[src/hdl/cvpz_pkg.sv]
// Shared types and constants for the complex viewport pan and zoom core.
package cvpz_pkg;

  // Field widths.
  localparam int LOW_W  = 32;
  localparam int SPAN_W = 31;
  localparam int CUR_W  = 10;
  localparam int DIR_W  = 2;

  // Divider dividend width: cursor times span.
  localparam int DVD_W  = CUR_W + SPAN_W;

  // Operand width of the shared multiplier and width of the full reciprocal product.
  localparam int HALF_W = (DVD_W + 1) / 2;
  localparam int ACC_W  = 2 * DVD_W;

  // Signed width for the low-edge update (low plus a quotient plus a span).
  localparam int WIDE_W = 44;

  // Q3.28 constants.
  localparam logic [LOW_W-1:0]  LOW_RST  = 32'hE000_0000;
  localparam logic [SPAN_W-1:0] SPAN_RST = 31'h4000_0000;
  localparam logic [SPAN_W-1:0] SPAN_MAX = 31'h4000_0000;

  localparam logic signed [WIDE_W-1:0] NEG_TWO_W = -44'sd536870912;
  localparam logic signed [WIDE_W-1:0] POS_TWO_W = 44'sd536870912;
  localparam logic signed [WIDE_W-1:0] LOW_MAX_W = 44'sd2147483647;
  localparam logic signed [WIDE_W-1:0] LOW_MIN_W = -44'sd2147483648;

  // Divisors used by the commands.
  localparam int PAN_DIVISOR = 10;
  localparam int ZIN_SCALE   = 4;
  localparam int ZOUT_SCALE  = 3;

  // Direction codes.
  localparam logic [DIR_W-1:0] DIR_UP = 2'b01;

  typedef enum logic [1:0] {
    MODE_PAN  = 2'd0,
    MODE_ZIN  = 2'd1,
    MODE_ZOUT = 2'd2,
    MODE_NONE = 2'd3
  } mode_t;

  typedef enum logic [6:0] {
    S_IDLE = 7'b0000001,
    S_MUL  = 7'b0000010,
    S_STL  = 7'b0000100,
    S_WTL  = 7'b0001000,
    S_STS  = 7'b0010000,
    S_WTS  = 7'b0100000,
    S_DONE = 7'b1000000
  } state_t;

  // Steps of the shared divider.
  typedef enum logic [6:0] {
    D_IDLE = 7'b0000001,
    D_MUL0 = 7'b0000010,
    D_MUL1 = 7'b0000100,
    D_MUL2 = 7'b0001000,
    D_MUL3 = 7'b0010000,
    D_FIX  = 7'b0100000,
    D_INC  = 7'b1000000
  } div_step_t;

  // Status of the shared divider.
  typedef struct packed {
    logic busy;
    logic done;
  } div_rsp_t;

endpackage

[src/hdl/cvpz_div.sv]
// Shared divider by a constant: reciprocal product on one multiplier, then one correction.
module cvpz_div
  import cvpz_pkg::*;
#(
  parameter int DVS_W = 15
) (
  input  logic             clk,
  input  logic             rst_n,
  input  logic             start,
  input  logic [DVD_W-1:0] dividend,
  input  logic [DVS_W-1:0] divisor,
  // Reciprocal of the divisor: floor(2^DVD_W / divisor).
  input  logic [DVD_W-1:0] recip,
  output div_rsp_t         rsp,
  output logic [DVD_W-1:0] quotient
);

  // The estimate (dividend * recip) >> DVD_W is at most one below the true
  // quotient, so a single remainder check finishes the division. The remainder
  // is below twice the divisor, so its low DVS_W+1 bits are exact.

  div_step_t           step_r, step_nxt;
  logic                done_r, done_nxt;
  logic [DVD_W-1:0]    n_r, n_nxt;
  logic [DVD_W-1:0]    m_r, m_nxt;
  logic [DVS_W-1:0]    d_r, d_nxt;
  logic [ACC_W-1:0]    acc_r, acc_nxt;
  logic [DVS_W:0]      rem_r, rem_nxt;
  logic [DVD_W-1:0]    quo_r, quo_nxt;
  logic [HALF_W-1:0]   n_lo, n_hi, m_lo, m_hi;
  logic [HALF_W-1:0]   mul_a, mul_b;
  logic [2*HALF_W-1:0] prod;

  assign n_lo = n_r[HALF_W-1:0];
  assign n_hi = HALF_W'(n_r[DVD_W-1:HALF_W]);
  assign m_lo = m_r[HALF_W-1:0];
  assign m_hi = HALF_W'(m_r[DVD_W-1:HALF_W]);

  // Operand select for the shared multiplier.
  always_comb begin
    unique case (step_r)
      D_MUL1: begin
        mul_a = n_lo;
        mul_b = m_hi;
      end
      D_MUL2: begin
        mul_a = n_hi;
        mul_b = m_lo;
      end
      D_MUL3: begin
        mul_a = n_hi;
        mul_b = m_hi;
      end
      D_FIX: begin
        mul_a = acc_r[DVD_W +: HALF_W];
        mul_b = HALF_W'(d_r);
      end
      default: begin
        mul_a = n_lo;
        mul_b = m_lo;
      end
    endcase
  end

  assign prod = mul_a * mul_b;

  always_comb begin
    step_nxt = step_r;
    done_nxt = 1'b0;
    n_nxt    = n_r;
    m_nxt    = m_r;
    d_nxt    = d_r;
    acc_nxt  = acc_r;
    rem_nxt  = rem_r;
    quo_nxt  = quo_r;
    unique case (step_r)
      D_IDLE: begin
        if (start) begin
          n_nxt    = dividend;
          m_nxt    = recip;
          d_nxt    = divisor;
          acc_nxt  = '0;
          step_nxt = D_MUL0;
        end
      end
      D_MUL0: begin
        acc_nxt  = acc_r + ACC_W'(prod);
        step_nxt = D_MUL1;
      end
      D_MUL1: begin
        acc_nxt  = acc_r + (ACC_W'(prod) << HALF_W);
        step_nxt = D_MUL2;
      end
      D_MUL2: begin
        acc_nxt  = acc_r + (ACC_W'(prod) << HALF_W);
        step_nxt = D_MUL3;
      end
      D_MUL3: begin
        acc_nxt  = acc_r + (ACC_W'(prod) << (2 * HALF_W));
        step_nxt = D_FIX;
      end
      D_FIX: begin
        quo_nxt  = acc_r[ACC_W-1:DVD_W];
        rem_nxt  = n_r[DVS_W:0] - prod[DVS_W:0];
        step_nxt = D_INC;
      end
      D_INC: begin
        if (rem_r >= {1'b0, d_r}) begin
          quo_nxt = quo_r + DVD_W'(1);
        end
        done_nxt = 1'b1;
        step_nxt = D_IDLE;
      end
      default: begin
        step_nxt = D_IDLE;
      end
    endcase
  end

  always_ff @(posedge clk) begin
    if (!rst_n) begin
      step_r <= D_IDLE;
      done_r <= 1'b0;
    end else begin
      step_r <= step_nxt;
      done_r <= done_nxt;
    end
  end

  always_ff @(posedge clk) begin
    n_r   <= n_nxt;
    m_r   <= m_nxt;
    d_r   <= d_nxt;
    acc_r <= acc_nxt;
    rem_r <= rem_nxt;
    quo_r <= quo_nxt;
  end

  assign rsp.busy = (step_r != D_IDLE);
  assign rsp.done = done_r;
  assign quotient = quo_r;

endmodule

[src/hdl/complex_viewport_pan_zoom_core.sv]
// Top level: viewport window registers, command sequencer and output register.
// Divisions by a constant per command: a pan one, a zoom in two (one per axis), a zoom
// out four, the unused mode none. Each division steps through start, four partial
// products and one correction product on the shared multiplier, done.
// Throughput: one command at a time; the next is taken once the result is in the
// output register, even if that result has not been transferred yet.
// Reset (rst_n low, synchronous) sets both axes to minimum -2.0 and span 4.0.
module complex_viewport_pan_zoom_core
  import cvpz_pkg::*;
#(
  parameter int IMAGE_WIDTH  = 1024,
  parameter int IMAGE_HEIGHT = 1024
) (
  input  logic         clk,
  input  logic         rst_n,
  input  logic         in_tvalid,
  output logic         in_tready,
  // [0] axis_imag, [2:1] direction, [12:3] cursor_x, [22:13] cursor_y, [23] zero
  input  logic [23:0]  in_tdata,
  // [1:0] mode
  input  logic [1:0]   in_tuser,
  output logic         out_tvalid,
  input  logic         out_tready,
  // [31:0] real_low, [62:32] real_span, [94:63] imag_low, [125:95] imag_span,
  // [127:126] zero
  output logic [127:0] out_tdata
);

  // The divisor must hold four times the larger image size.
  localparam int MAX_SIZE = (IMAGE_WIDTH > IMAGE_HEIGHT) ? IMAGE_WIDTH : IMAGE_HEIGHT;
  localparam int DVS_W    = $clog2(ZIN_SCALE * MAX_SIZE + 1);

  localparam logic [DVS_W-1:0] DVS_PAN    = DVS_W'(PAN_DIVISOR);
  localparam logic [DVS_W-1:0] DVS_THIRD  = DVS_W'(ZOUT_SCALE);
  localparam logic [DVS_W-1:0] DVS_ZIN_X  = DVS_W'(ZIN_SCALE * IMAGE_WIDTH);
  localparam logic [DVS_W-1:0] DVS_ZIN_Y  = DVS_W'(ZIN_SCALE * IMAGE_HEIGHT);
  localparam logic [DVS_W-1:0] DVS_ZOUT_X = DVS_W'(ZOUT_SCALE * IMAGE_WIDTH);
  localparam logic [DVS_W-1:0] DVS_ZOUT_Y = DVS_W'(ZOUT_SCALE * IMAGE_HEIGHT);

  // Matching reciprocals, floor(2^DVD_W / divisor), fixed at elaboration.
  localparam longint RCP_ONE = longint'(1) << DVD_W;
  localparam logic [DVD_W-1:0] RCP_PAN    = DVD_W'(RCP_ONE / PAN_DIVISOR);
  localparam logic [DVD_W-1:0] RCP_THIRD  = DVD_W'(RCP_ONE / ZOUT_SCALE);
  localparam logic [DVD_W-1:0] RCP_ZIN_X  = DVD_W'(RCP_ONE / (ZIN_SCALE * IMAGE_WIDTH));
  localparam logic [DVD_W-1:0] RCP_ZIN_Y  = DVD_W'(RCP_ONE / (ZIN_SCALE * IMAGE_HEIGHT));
  localparam logic [DVD_W-1:0] RCP_ZOUT_X = DVD_W'(RCP_ONE / (ZOUT_SCALE * IMAGE_WIDTH));
  localparam logic [DVD_W-1:0] RCP_ZOUT_Y = DVD_W'(RCP_ONE / (ZOUT_SCALE * IMAGE_HEIGHT));

  // Clamp a wide signed value to the signed 32-bit range.
  function automatic logic [LOW_W-1:0] sat_low(input logic signed [WIDE_W-1:0] v);
    logic [LOW_W-1:0] r;
    if (v > LOW_MAX_W) begin
      r = LOW_MAX_W[LOW_W-1:0];
    end else if (v < LOW_MIN_W) begin
      r = LOW_MIN_W[LOW_W-1:0];
    end else begin
      r = v[LOW_W-1:0];
    end
    return r;
  endfunction

  state_t state_r, state_nxt;

  // Window state.
  logic [LOW_W-1:0]  rlow_r, ilow_r;
  logic [SPAN_W-1:0] rspan_r, ispan_r;

  // Latched command.
  mode_t             mode_r;
  logic [DIR_W-1:0]  dir_r;
  logic [CUR_W-1:0]  cx_r, cy_r;
  logic              axis_sel_r, axis_sel_nxt;

  // Product of cursor and span, registered ahead of the divider.
  logic [DVD_W-1:0]  prod_r;
  logic [DVD_W-1:0]  prod_nxt;

  // Output register.
  logic              out_valid_r, out_valid_nxt;
  logic [127:0]      out_data_r;

  // Divider connection.
  logic              div_start;
  logic [DVD_W-1:0]  div_dvd;
  logic [DVS_W-1:0]  div_dvs;
  logic [DVD_W-1:0]  div_rcp;
  div_rsp_t          div_rsp;
  logic [DVD_W-1:0]  div_quo;

  // Operands of the axis being worked on.
  logic [LOW_W-1:0]  low_cur;
  logic [SPAN_W-1:0] span_cur;
  logic [CUR_W-1:0]  cur_c;

  logic signed [WIDE_W-1:0] low_w, quo_w, span_w, low_t;
  logic [SPAN_W+1:0]        span3;
  logic [LOW_W-1:0]         low_new;
  logic [SPAN_W-1:0]        span_zin;
  logic [SPAN_W-1:0]        span_zout;
  logic                     wr_low, wr_span;
  logic [SPAN_W-1:0]        span_new;
  logic                     in_xfer;
  logic                     last_axis;

  cvpz_div #(
    .DVS_W (DVS_W)
  ) u_div (
    .clk      (clk),
    .rst_n    (rst_n),
    .start    (div_start),
    .dividend (div_dvd),
    .divisor  (div_dvs),
    .recip    (div_rcp),
    .rsp      (div_rsp),
    .quotient (div_quo)
  );

  assign in_tready = rst_n && (state_r == S_IDLE);
  assign in_xfer   = in_tvalid && in_tready;

  assign low_cur  = axis_sel_r ? ilow_r  : rlow_r;
  assign span_cur = axis_sel_r ? ispan_r : rspan_r;
  assign cur_c    = axis_sel_r ? cy_r    : cx_r;

  assign prod_nxt = cur_c * span_cur;

  // A pan touches one axis; zooms finish after the imaginary axis.
  assign last_axis = (mode_r == MODE_PAN) || axis_sel_r;

  // Divider operands: the low-edge term in the first division of an axis, the
  // four-thirds span growth in the second division of a zoom out.
  always_comb begin
    div_start = (state_r == S_STL) || (state_r == S_STS);
    div_dvd   = prod_r;
    div_dvs   = DVS_PAN;
    div_rcp   = RCP_PAN;
    if (state_r == S_STS) begin
      div_dvd = DVD_W'({span_cur, 2'b00});
      div_dvs = DVS_THIRD;
      div_rcp = RCP_THIRD;
    end else begin
      case (mode_r)
        MODE_ZIN: begin
          div_dvd = prod_r;
          div_dvs = axis_sel_r ? DVS_ZIN_Y : DVS_ZIN_X;
          div_rcp = axis_sel_r ? RCP_ZIN_Y : RCP_ZIN_X;
        end
        MODE_ZOUT: begin
          div_dvd = prod_r;
          div_dvs = axis_sel_r ? DVS_ZOUT_Y : DVS_ZOUT_X;
          div_rcp = axis_sel_r ? RCP_ZOUT_Y : RCP_ZOUT_X;
        end
        default: begin
          div_dvd = DVD_W'(span_cur);
          div_dvs = DVS_PAN;
          div_rcp = RCP_PAN;
        end
      endcase
    end
  end

  // Low-edge update from the first quotient of the axis.
  assign low_w = WIDE_W'(signed'(low_cur));
  assign quo_w = signed'(WIDE_W'(div_quo));
  assign span_w = signed'(WIDE_W'(span_cur));

  always_comb begin
    low_t = low_w;
    case (mode_r)
      MODE_PAN: begin
        if (dir_r == DIR_UP) begin
          low_t = low_w + quo_w;
          if (low_t + span_w > POS_TWO_W) begin
            low_t = POS_TWO_W - span_w;
          end
        end else if (dir_r[1]) begin
          low_t = low_w - quo_w;
          if (low_t < NEG_TWO_W) begin
            low_t = NEG_TWO_W;
          end
        end
      end
      MODE_ZIN: begin
        low_t = low_w + quo_w;
      end
      MODE_ZOUT: begin
        low_t = low_w - quo_w;
        if (low_t < NEG_TWO_W) begin
          low_t = NEG_TWO_W;
        end
      end
      default: begin
        low_t = low_w;
      end
    endcase
  end

  assign low_new = sat_low(low_t);

  // Zoom in: three quarters of the span, floored.
  assign span3    = (SPAN_W+2)'(span_cur) + (SPAN_W+2)'({span_cur, 1'b0});
  assign span_zin = span3[SPAN_W+1:2];

  // Zoom out: quotient of four times the span by three, capped at 4.0.
  assign span_zout = (div_quo > DVD_W'(SPAN_MAX)) ? SPAN_MAX : div_quo[SPAN_W-1:0];

  // Sequencer.
  always_comb begin
    state_nxt     = state_r;
    axis_sel_nxt  = axis_sel_r;
    wr_low        = 1'b0;
    wr_span       = 1'b0;
    span_new      = span_zin;
    out_valid_nxt = out_valid_r;
    if (out_tready) begin
      out_valid_nxt = 1'b0;
    end
    unique case (state_r)
      S_IDLE: begin
        if (in_xfer) begin
          axis_sel_nxt = (mode_t'(in_tuser) == MODE_PAN) ? in_tdata[0] : 1'b0;
          state_nxt    = (mode_t'(in_tuser) == MODE_NONE) ? S_DONE : S_MUL;
        end
      end
      S_MUL: begin
        state_nxt = S_STL;
      end
      S_STL: begin
        state_nxt = S_WTL;
      end
      S_WTL: begin
        if (div_rsp.done) begin
          wr_low = 1'b1;
          if (mode_r == MODE_ZIN) begin
            wr_span  = 1'b1;
            span_new = span_zin;
          end
          if (mode_r == MODE_ZOUT) begin
            state_nxt = S_STS;
          end else if (last_axis) begin
            state_nxt = S_DONE;
          end else begin
            axis_sel_nxt = 1'b1;
            state_nxt    = S_MUL;
          end
        end
      end
      S_STS: begin
        state_nxt = S_WTS;
      end
      S_WTS: begin
        if (div_rsp.done) begin
          wr_span  = 1'b1;
          span_new = span_zout;
          if (last_axis) begin
            state_nxt = S_DONE;
          end else begin
            axis_sel_nxt = 1'b1;
            state_nxt    = S_MUL;
          end
        end
      end
      S_DONE: begin
        // The result waits here only while an earlier one is still unread.
        if (!out_valid_r || out_tready) begin
          out_valid_nxt = 1'b1;
          state_nxt     = S_IDLE;
        end
      end
      default: begin
        state_nxt = S_IDLE;
      end
    endcase
  end

  always_ff @(posedge clk) begin
    if (!rst_n) begin
      state_r     <= S_IDLE;
      out_valid_r <= 1'b0;
      axis_sel_r  <= 1'b0;
      rlow_r      <= LOW_RST;
      ilow_r      <= LOW_RST;
      rspan_r     <= SPAN_RST;
      ispan_r     <= SPAN_RST;
    end else begin
      state_r     <= state_nxt;
      out_valid_r <= out_valid_nxt;
      axis_sel_r  <= axis_sel_nxt;
      if (wr_low) begin
        if (axis_sel_r) begin
          ilow_r <= low_new;
        end else begin
          rlow_r <= low_new;
        end
      end
      if (wr_span) begin
        if (axis_sel_r) begin
          ispan_r <= span_new;
        end else begin
          rspan_r <= span_new;
        end
      end
    end
  end

  // Command fields and datapath registers carry no reset.
  always_ff @(posedge clk) begin
    if (in_xfer) begin
      mode_r <= mode_t'(in_tuser);
      dir_r  <= in_tdata[2:1];
      cx_r   <= in_tdata[12:3];
      cy_r   <= in_tdata[22:13];
    end
    if (state_r == S_MUL) begin
      prod_r <= prod_nxt;
    end
    if ((state_r == S_DONE) && (!out_valid_r || out_tready)) begin
      out_data_r <= {2'b00, ispan_r, ilow_r, rspan_r, rlow_r};
    end
  end

  assign out_tvalid = out_valid_r;
  assign out_tdata  = out_data_r;

endmodule

[config.mk]
export PLATFORM = sky130hd
export DESIGN_NAME = complex_viewport_pan_zoom_core
export DESIGN_NICKNAME = d
export VERILOG_FILES = /design/src/hdl/cvpz_pkg.sv /design/src/hdl/cvpz_div.sv /design/src/hdl/complex_viewport_pan_zoom_core.sv
export SDC_FILE = /design/constraint.sdc
export NUM_CORES = 2
export LEC_CHECK = 0
export ABC_CLOCK_PERIOD_IN_PS = 16100
export BUFFER_PORTS_ARGS = -buffer_cell sky130_fd_sc_hd__buf_2
export CAP_MARGIN = 25
export CORE_MARGIN = 4
export CORE_UTILIZATION = 66
export DETAILED_ROUTE_END_ITERATION = 7
export PLACE_DENSITY = 0.84
export SLEW_MARGIN = 25
export SYNTH_ARGS = -nofsm -noshare
export SYNTH_HDL_FRONTEND = slang
export SYNTH_SLANG_ARGS = --single-unit
[constraint.sdc]
create_clock -name clk -period 16.1 [get_ports clk]
set_input_delay 3.22 -clock clk [delete_from_list [all_inputs] [get_ports clk]]
set_output_delay 3.22 -clock clk [all_outputs]
set_load 0.1 [all_outputs]
==> results.md <==
* Status: completed
* Number of global-route vias before repair at 55100
* Fin crit period at 14750 ps
* CP required at 16520 ps
* Reg2Reg Launch Point: u_div.step_r[3]$_SDFFE_PN0P_
* CTS tree: done
* Crit path max-delay cell type: nor3_2
* Synth Register Bits at 519
* Clk_skew at 44.4 ps
* Max-slew headroom at 0.180
* Least-Margin Pin Slew at 1220 ps
* Post-Syn Instances at 7152
* Power per cell area at 72.9 nW/um2
* Setup violators final at 0
* Core area at 93700 um2
* Maximum buffer depth of the clock tree at 3
* Critical path fanouts, max at 15
* Commonest non-fill, non-tap cell in the layout: inv_1
* Register share of total power at 0.304
* WS Path Type: flop to flop
* Worst Hold Class: flop to flop
* Clock power frac at 0.293
* Combinational Power Share at 0.403
* First-pass GRT wire length at 338 mm
* Chip height at 316 um
* DIE AREA at 100000 um2
* Hold slack final at 447 ps
* IO Port Bufs at 156
* Ys async rst share at 0
* Most frequent cells in the layout: inv_1 (875), nand2_1 (774), nor2_1 (639)
* Slew Viols, Final at 0
* HP Start: ilow_r[27]$_SDFFE_PN0P_
* Number of library cell types mapped by synthesis at 108
* Final hold vios at 0
* Hold Buf Count CTS at 0
* Die span in x at 316 um
* Seq/Total Area, Yosys at 0.226
* 1st-pass router iterations at 7
* Worst setup SP type: flop
* Clock sink total at 519
* Nets at 8398
* Design Power at 0.00489 W
* Post-synth EDFFs at 376
* ANT nets after route at 0
* Clock latency on the worst-skew pair at 710 ps
* Residual DRC at 0
* CTS root buf: clkbuf_16
* Int Power at 0.00297 W
* TNS Setup at 0 ps
* Post-Syn Area at 62700 um2
* Total grt overflow at 0
* Arr. time, crit path at 15170 ps
* Maximum VDD drop at 95.6 uV
* Worst Setup SP: u_div.step_r[3]$_SDFFE_PN0P_
* CTS clock-pin slew for the worst setup and hold paths at 60 ps
* H-Tree Depth at 2
* Crit path largest cell delay at 940 ps
* Layout cell share with drive strength beyond 1 at 0.0756
* Row count at 112
* Tot GR Track Use at 0.449
* I/O Pins at 160
* Starting density of the core at 0.669
* Avg WL per Cell at 26.6 um
* Area growth syn-to-layout at 6.99%
* Net Sw Power at 0.00192 W
* Lkg Pwr at 31.0 nW
* DP HPWL at 175 mm
* Total number of vias at 57200
* Largest net degree at the start of global routing at 83
* RSZ-0062 raised after global routing: no
* Max_cap viols at 0
* Final period util at 0.916
* Sw Ratio at 0.392
* CTS buffer count at 57
* Drt initial violations at 7867
* Top FF cell, synth: edfxtp_1
* Avg Inst Size Synth at 8.77 um2
* Resized Gates After CTS at 0
* Max Clk Rate at 0.0678 GHz
* Initial antenna violation count at 11
* CP endpoint kind: flop
* Vias per cell at 6.72
* Placer Congestion at 1.07
* Post-CTS setup buffer count at 0
* Yosys synthesis warning count at 0
* DRT Wirelength at 227 mm
## cell usage after synthesis (33+ instances only)
cell type,count,area [um2]
a221o_1,33,330
nand2b_1,59,369
a22oi_1,33,248
o21ai_0,376,1880
clkbuf_1,235,882
o211ai_1,35,263
nor2_1,644,2420
a21o_1,111,833
xor2_1,111,972
fa_1,595,11900
nand4_1,48,300
ha_1,558,6980
a211oi_1,66,495
mux2_2,49,552
edfxtp_1,376,11300
mux2i_1,87,871
nand3_1,133,666
and2_1,56,350
inv_1,876,3290
o21a_1,56,420
nor4_1,37,231
and3_1,65,407
a21oi_1,468,2340
nor2b_1,84,526
o22ai_1,37,231
xnor2_1,274,2400
nand2_1,774,2910
nor3_1,133,666
o221ai_1,37,324
dfxtp_1,143,2860
a221oi_1,35,307
o21bai_1,46,345
## final cells by class
class                      count  area [um2]
clock inverter                34         407
multi-input combinational   5441       44200
clock buffer                  73        1600
fill                        7076       26700
timing repair buffer         287        1780
antenna                        1        2.50
inverter                     909        3410
tap                         1254        1570
sequential                   519       14200
## critical path: cells and delay by family, from the launching register on
kind                     cells  cell delay, ps
AO/OA/AOI/OAI               17            5090
adder cells (fa/ha/maj)      9            4480
AND/OR/NAND/NOR             12            3110
buffers and inverters        9            1340
flip-flops                   1             410
## metal layers
metal,GRT usage,wire length [um],vias to the layer above
li1,-,-,24700
met1,0.599,83500,27400
met2,0.645,92900,4160
met3,0.142,33300,897
met4,0.263,17000,16
met5,0,103,-
## final timing paths
path / to / slack (ps) / cells after the start
setup / recovery: u_div.acc_r[81]$_DFFE_PP_ / 1350 / 47
hold / removal: out_tdata[90]$_DFFE_PP_ / 450 / 0
setup reg to reg: u_div.acc_r[81]$_DFFE_PP_ / 1350 / 47
hold reg to reg: out_tdata[90]$_DFFE_PP_ / 450 / 0
## power by group through the flow
stage               clock [W]  combinational, W  sequential (W)
floorplan                   0           0.00137         0.00152
global route          0.00149           0.00211         0.00149
detailed placement          0           0.00188         0.00151
global placement            0           0.00183         0.00151
CTS                   0.00143           0.00191         0.00149
finish                0.00144           0.00197         0.00149
## state kept, by name (all words and copies together) (netlist names)
register,cells
u_div.m_r,2
dir_r,2
u_div.d_r,5
ilow_r,32
u_div.rem_r,14
out_tvalid,1
prod_r,41
u_div.acc_r,82
u_div.step_r,7
cy_r,10
rspan_r,31
axis_sel_r,1
out_tdata,126
u_div.quotient,41
u_div.n_r,41
u_div.done_r,1
state_r,7
cx_r,10
mode_r,2
rlow_r,32
ispan_r,31
## cells by family after synthesis
family,count (synthesis),synth area share
buffers and inverters,1193,0.0724
flip-flops,519,0.226
other,1,0.0000598
adder cells (fa/ha/maj),1153,0.301
AND/OR/NAND/NOR,2153,0.156
XOR/XNOR,385,0.0538
AO/OA/AOI/OAI,1612,0.168
multiplexers,136,0.0227
## per-stage QoR
step                      instance area (um2)  instances   util  worst slack [ps]
after floorplan                         62700       7153      -              4600
after global placement                  65000       8409  0.694              2110
after detailed placement                65100       8409  0.694              1880
after CTS                               67100       8516  0.715              1820
after global routing                    67100       8517  0.716               815
final                                   67100       8518  0.716              1350
Power figures use the tool's default switching activity.
